## src/design/soc_pkg.sv

```systemverilog
// Shared types, codes and helpers for the sphere against oriented box contact block.
package soc_pkg;

  // Fraction bits of the signed fixed-point format.
  localparam int FracBits = 16;
  // Multiplier operand width: 32-bit signed values and 32-bit magnitudes.
  localparam int MulW = 33;
  // Accumulator width: holds a sum of three full products without overflow.
  localparam int AccW = 2 * MulW + 1;
  // Width of the world-frame offset sum (three floored products).
  localparam int WorldW = 52;
  // Number of square root iterations, one result bit each.
  localparam int SqrtSteps = 32;

  localparam logic [2:0] OP_ROW0 = 3'd0;
  localparam logic [2:0] OP_ROW1 = 3'd1;
  localparam logic [2:0] OP_ROW2 = 3'd2;
  localparam logic [2:0] OP_POS  = 3'd3;
  localparam logic [2:0] OP_SIZE = 3'd4;
  localparam logic [2:0] OP_TEST = 3'd5;

  typedef struct packed {
    logic [2:0]         operation;
    logic signed [31:0] vec_x;
    logic signed [31:0] vec_y;
    logic signed [31:0] vec_z;
    logic [30:0]        sphere_radius;
  } in_t;

  typedef struct packed {
    logic               hit;
    logic signed [31:0] normal_x;
    logic signed [31:0] normal_y;
    logic signed [31:0] normal_z;
    logic signed [31:0] depth;
    logic signed [31:0] local_x;
    logic signed [31:0] local_y;
    logic signed [31:0] local_z;
  } out_t;

  // Which product series the shared multiplier is working on.
  typedef enum logic [1:0] {
    SEL_LOC   = 2'd0,
    SEL_SQ    = 2'd1,
    SEL_WORLD = 2'd2
  } sel_t;

  typedef struct packed {
    logic       cfg_wr;
    logic       start;
    logic       mul_issue;
    sel_t       sel;
    logic [1:0] inner;
    logic [1:0] outer;
    logic       clamp_en;
    logic       sqrt_step;
    logic       fin_load;
  } cmd_t;

  // Saturates a wide signed value to the 32-bit signed range.
  function automatic logic signed [31:0] sat32(input logic signed [AccW-1:0] x);
    if (x[AccW-1:31] == '0 || x[AccW-1:31] == '1) begin
      return x[31:0];
    end else if (x[AccW-1]) begin
      return 32'sh8000_0000;
    end else begin
      return 32'sh7fff_ffff;
    end
  endfunction

endpackage

```

## src/design/soc_ctrl.sv

```systemverilog
// Controller: sequences the multiplier series, clamp, square root and result hand-off.
module soc_ctrl import soc_pkg::*; (
  input  logic       clk,
  input  logic       rst_n,
  input  logic       in_valid,
  input  logic [2:0] in_op,
  output logic       in_stall,
  output logic       out_valid,
  input  logic       out_stall,
  output cmd_t       cmd
);

  typedef enum logic [6:0] {
    ST_IDLE  = 7'b000_0001,
    ST_LOC   = 7'b000_0010,
    ST_CLAMP = 7'b000_0100,
    ST_SQ    = 7'b000_1000,
    ST_SQRT  = 7'b001_0000,
    ST_WORLD = 7'b010_0000,
    ST_FIN   = 7'b100_0000
  } state_t;

  state_t     state_r, state_nxt;
  logic [5:0] k_r, k_nxt;
  logic [1:0] inner_r, inner_nxt, outer_r, outer_nxt;
  logic       out_valid_r, out_valid_nxt;
  logic       accept, slot_free;

  assign in_stall  = (state_r != ST_IDLE);
  assign accept    = in_valid && !in_stall;
  assign slot_free = !out_valid_r || !out_stall;
  assign out_valid = out_valid_r;

  always_comb begin
    state_nxt     = state_r;
    k_nxt         = k_r;
    inner_nxt     = inner_r;
    outer_nxt     = outer_r;
    out_valid_nxt = out_valid_r && out_stall;
    cmd           = '0;
    cmd.sel       = SEL_LOC;
    cmd.inner     = inner_r;
    cmd.outer     = outer_r;

    unique case (state_r)
      ST_IDLE: begin
        if (accept) begin
          if (in_op == OP_TEST) begin
            cmd.start = 1'b1;
            state_nxt = ST_LOC;
            k_nxt     = '0;
            inner_nxt = '0;
            outer_nxt = '0;
          end else begin
            cmd.cfg_wr = 1'b1;
          end
        end
      end
      ST_LOC, ST_SQ, ST_WORLD: begin
        cmd.sel = (state_r == ST_LOC) ? SEL_LOC :
                  (state_r == ST_SQ)  ? SEL_SQ  : SEL_WORLD;
        if ((state_r == ST_SQ && k_r < 6'd3) || (state_r != ST_SQ && k_r < 6'd9)) begin
          cmd.mul_issue = 1'b1;
          k_nxt         = k_r + 6'd1;
          if (inner_r == 2'd2) begin
            inner_nxt = '0;
            outer_nxt = outer_r + 2'd1;
          end else begin
            inner_nxt = inner_r + 2'd1;
          end
        end else begin
          // The last product has been accumulated in this cycle.
          k_nxt     = '0;
          inner_nxt = '0;
          outer_nxt = '0;
          state_nxt = (state_r == ST_LOC) ? ST_CLAMP :
                      (state_r == ST_SQ)  ? ST_SQRT  : ST_FIN;
        end
      end
      ST_CLAMP: begin
        cmd.clamp_en = 1'b1;
        if (inner_r == 2'd2) begin
          inner_nxt = '0;
          state_nxt = ST_SQ;
        end else begin
          inner_nxt = inner_r + 2'd1;
        end
      end
      ST_SQRT: begin
        cmd.sqrt_step = 1'b1;
        if (k_r == 6'(SqrtSteps - 1)) begin
          k_nxt     = '0;
          state_nxt = ST_WORLD;
        end else begin
          k_nxt = k_r + 6'd1;
        end
      end
      ST_FIN: begin
        if (slot_free) begin
          cmd.fin_load  = 1'b1;
          out_valid_nxt = 1'b1;
          state_nxt     = ST_IDLE;
        end
      end
      default: state_nxt = ST_IDLE;
    endcase
  end

  always_ff @(posedge clk) begin
    if (!rst_n) begin
      state_r     <= ST_IDLE;
      k_r         <= '0;
      inner_r     <= '0;
      outer_r     <= '0;
      out_valid_r <= 1'b0;
    end else begin
      state_r     <= state_nxt;
      k_r         <= k_nxt;
      inner_r     <= inner_nxt;
      outer_r     <= outer_nxt;
      out_valid_r <= out_valid_nxt;
    end
  end

  // A test transaction always starts with the transform series.
  a_start_loc: assert property (@(posedge clk) disable iff (!rst_n)
    cmd.start |=> state_r == ST_LOC)
    else $error("test transaction did not enter the transform series");

  // A result is never loaded over one that is still held by a stalled consumer.
  a_no_overwrite: assert property (@(posedge clk) disable iff (!rst_n)
    cmd.fin_load |-> !(out_valid_r && out_stall))
    else $error("result register overwritten while stalled");

  // A loaded result is presented in the next cycle.
  a_fin_valid: assert property (@(posedge clk) disable iff (!rst_n)
    cmd.fin_load |=> out_valid_r)
    else $error("loaded result not presented");

  // The square root runs its full length before the world-frame series.
  a_sqrt_len: assert property (@(posedge clk) disable iff (!rst_n)
    (state_r == ST_SQRT && k_r == 6'(SqrtSteps - 1)) |=> state_r == ST_WORLD)
    else $error("square root sequence length wrong");

endmodule

```

## config.mk

```make
export PLATFORM = sky130hd
export DESIGN_NAME = soc_ctrl
export DESIGN_NICKNAME = d
export VERILOG_FILES = /design/src/design/soc_pkg.sv /design/src/design/soc_ctrl.sv
export SDC_FILE = /design/constraint.sdc
export NUM_CORES = 1
export LEC_CHECK = 0
export BUFFER_PORTS_ARGS = -buffer_cell sky130_fd_sc_hd__buf_2
export CAP_MARGIN = 20
export CORE_MARGIN = 10
export CORE_UTILIZATION = 25
export CTS_BUF_LIST = sky130_fd_sc_hd__clkbuf_4
export DETAILED_ROUTE_END_ITERATION = 7
export PLACE_DENSITY_LB_ADDON = 0.08
export SLEW_MARGIN = 20
export SYNTH_ARGS = -nofsm -noshare
export SYNTH_HDL_FRONTEND = slang
export SYNTH_SLANG_ARGS = --single-unit
```

## constraint.sdc

```tcl
create_clock -name clk -period 1.75 [get_ports clk]
set_input_delay 0.0875 -clock clk [delete_from_list [all_inputs] [get_ports clk]]
set_output_delay 0.0875 -clock clk [all_outputs]
set_load 0.01 [all_outputs]
```

==> flow_summary.toml <==
[run_status]
outcome = "finished with violations"
violations = "negative setup slack"

[die]
die_h_um = 91.35
core_area_mm2 = 0.004817
start_util = 0.2642
placementRows = 25
fp.dieArea_mm2 = 0.008344
num_io_pins = 21
die_w_um = 91.35

[timing]
rsz0062_at_grt = "yes"
setup_viol = 23
tightest_slew_ns = 0.5549
setup_ws_ns = -0.2517
relSlewSlack = 0.6296
hold_viol = 0
skew_ns = 0.002057
fin_crit_ns = 2.002
fmax_mhz = 499.6
fin_crit_sh = 1.144
drv_slew = 0

[routing]
num_vias = 1485
dr.pass1.iters = 4
drcViolationCount = 0
ant_nets = 0
via_per_inst = 4.950
drt-total-wl_um = 4655
avgRoutedWirePerCell_um = 15.52
drt_iter0_drc = 73

[yosys]
synthArstFlopShare = 0
synth-main-ff-cell = "dfxtp_1"
ys_types = 47
seq_area_frac_synth = 0.2832
synth-edff-count = 0
synth_area_mm2 = 0.001272
syn_nets = 165
synthCells = 156
synth_seq_cells = 18
synth_top_area_frac = 0.2832
synth_area_leader_cell = "dfxtp_1"
synth-warning-count = 0
avgSynthCellArea_um2 = 8.157
synth_area_leaders = "dfxtp_1 (28%), nor4b_4 (5.6%), nor2_1 (4.4%)"

[power_and_ir_drop]
finalPower_uw = 852.1
power_density_mw_per_mm2 = 387.4
leakagePower_nw = 0.9701
ir_drop_mv = 0.2527

[clock_network]
cts_max_level = 1
cts_buffer_depth = 2
cts_hold_buffers = 0
cts_tree = "done"
insertion_delay_ns = 0.32
cts_made_buffers = 3
cts.clk_slew.worst_paths_ns = 0.12
cts_sinks = 18
cts_root_buffer = "clkbuf_4"

[finish]
seqCellArea_um2 = 374.1
num_antenna_cells = 0
syn_to_final_growth_pct = 72.86
final_nets = 243
fill_cells = 498
drive_above_1_share = 0.5880
fin_area_mm2 = 0.002200
multiInputGateArea_um2 = 988.4

[placement]
dp_slack_ns = -0.2991
post_dp_cell_area_mm2 = 0.001704
io_buffers = 20
gp_congestion = 0.8107
dp_hpwl_um = 3332

[grt]
grt_use_met1 = 0.1431
grt_usage = 0.1073
grt_pass1_vias = 1479
grt_pass1_wl_um = 7424
grt_util_met3 = 0.01975
overflow = 0
gr-max-usage-layer = "met2"
grt_max_degree = 14
use_met2 = 0.1706
antenna_found_initial = 0

[setup_path]
arrival_ns = 1.91
crit_path_start = "state_r[1]"
rr_worst_depth = 5
cp-start-kind = "flip-flop"
reg2reg_from = "state_r[1]"
end_kind = "output port"
cp_slowest_cell = "or4_4"
slowest_delay_ns = 0.59
path_class = "reg2out"
critPathMaxFanout = 4
path_cells = "or4_4, nor4b_4, buf_4, buf_6"
crit_required_ns = 1.66

[hold_path]
min_path_cells = 3
hold_start = "out_stall"
min_path_type = "in2reg"

[job]
cap_violations = 0
## cells by family after synthesis
logic type                 synth area share
AOI/OAI and AO/OA                    0.2065
xor gates and xnor gates            0.02065
adders and majority gates           0.01966
buffers and inverters                0.1013
DFF                                  0.2832
and+or+nand+nor                      0.3687
## flip-flops by register name, summed over array words and instances (netlist names)
signal	cells
outer_r	2
k_r	6
inner_r	2
state_r	7
out_valid	1
## routing by layer
layer	part of all wire	vias to the layer above
met5	0	-
met4	0.011	0
met3	0.043	5
met2	0.49	32
met1	0.46	712
li1	-	736
## Yosys cell counts, types with 2 or more instances
master	count
or3_1	4
nand2_1	13
inv_1	6
buf_6	3
nor2_1	15
o31ai_1	2
a21oi_1	8
nor4b_4	3
xor2_1	2
nor4_1	3
or4b_2	2
buf_4	3
nand4_1	2
nor3_1	7
nor2b_1	5
and3_1	3
o22ai_1	7
nand3_1	7
dfxtp_1	18
clkbuf_8	2
a31oi_1	4
ha_1	2
o21ai_0	9
buf_2	2
or3b_2	2
## layout make-up
| cell class | instances | area share |
|---|---|---|
| Multi-Input combinational cell | 120 | 0.4494 |
| Timing Repair Buffer | 84 | 0.3185 |
| Sequential cell | 18 | 0.1701 |
| Tap cell | 67 | 0.03811 |
| Inverter | 7 | 0.01195 |
| Clock buffer | 3 | 0.01024 |
| Clock inverter | 1 | 0.001706 |
## stage by stage
stage          hold slack [ns]    util  TNS, ns  cells
6_report                0.1151  0.4566   -2.991    300
5_1_grt                 0.1252  0.4566   -4.523    300
4_1_cts                 0.1254  0.4148   -3.766    294
3_5_place_dp            0.4474  0.3538   -3.383    275
3_3_place_gp            0.4285  0.3538   -3.167    275
2_1_floorplan           0.2565       -  -0.9008    156
## final timing paths
path	slack, ns	to
worst min register to register	0.54	outer_r[0]
worst min-delay path	0.12	out_valid
worst max-delay path	-0.25	cmd[1]
worst max register to register	-0.25	state_r[2]
## timing repair
item / in CTS / in global routing
endpoints found under the setup margin: 26 / 26
gates resized for setup: 36 / 37
pin swaps: 25 / 12
setup buffers: 16 / 7
## worst max-delay path: cells and delay by family (launching register included)
family | cells | cell delay [ns]
simple gates | 2 | 0.96
flops | 1 | 0.35
buf+inv | 2 | 0.29
## power by group
part           internal (mW)  total, mW  switching [mW]
Sequential             0.411      0.414         0.00317
Clock                 0.0837      0.243           0.159
Combinational         0.0983      0.196          0.0975
Total                  0.592      0.852           0.260
## placed cells by master (no fill, tap or decap), types with 3 or more instances in the layout
cell | synthesis | routed
a21oi_1 | 8 | 6
a21oi_2 | 1 | 3
a31oi_1 | 4 | 3
buf_12 | 0 | 3
buf_2 | 2 | 14
buf_4 | 3 | 50
buf_6 | 3 | 16
clkbuf_4 | 0 | 3
dfxtp_1 | 18 | 11
dfxtp_2 | 0 | 5
inv_1 | 6 | 6
nand2_1 | 13 | 13
nand3_1 | 7 | 5
nor2_1 | 15 | 9
nor2_2 | 0 | 3
nor2_4 | 0 | 3
nor2b_1 | 5 | 5
nor3_1 | 7 | 4
nor4b_4 | 3 | 3
o21ai_0 | 9 | 3
o21ai_1 | 0 | 4
o22ai_1 | 7 | 4
o22ai_2 | 0 | 3
No activity file was read; power rests on OpenSTA's default activity.
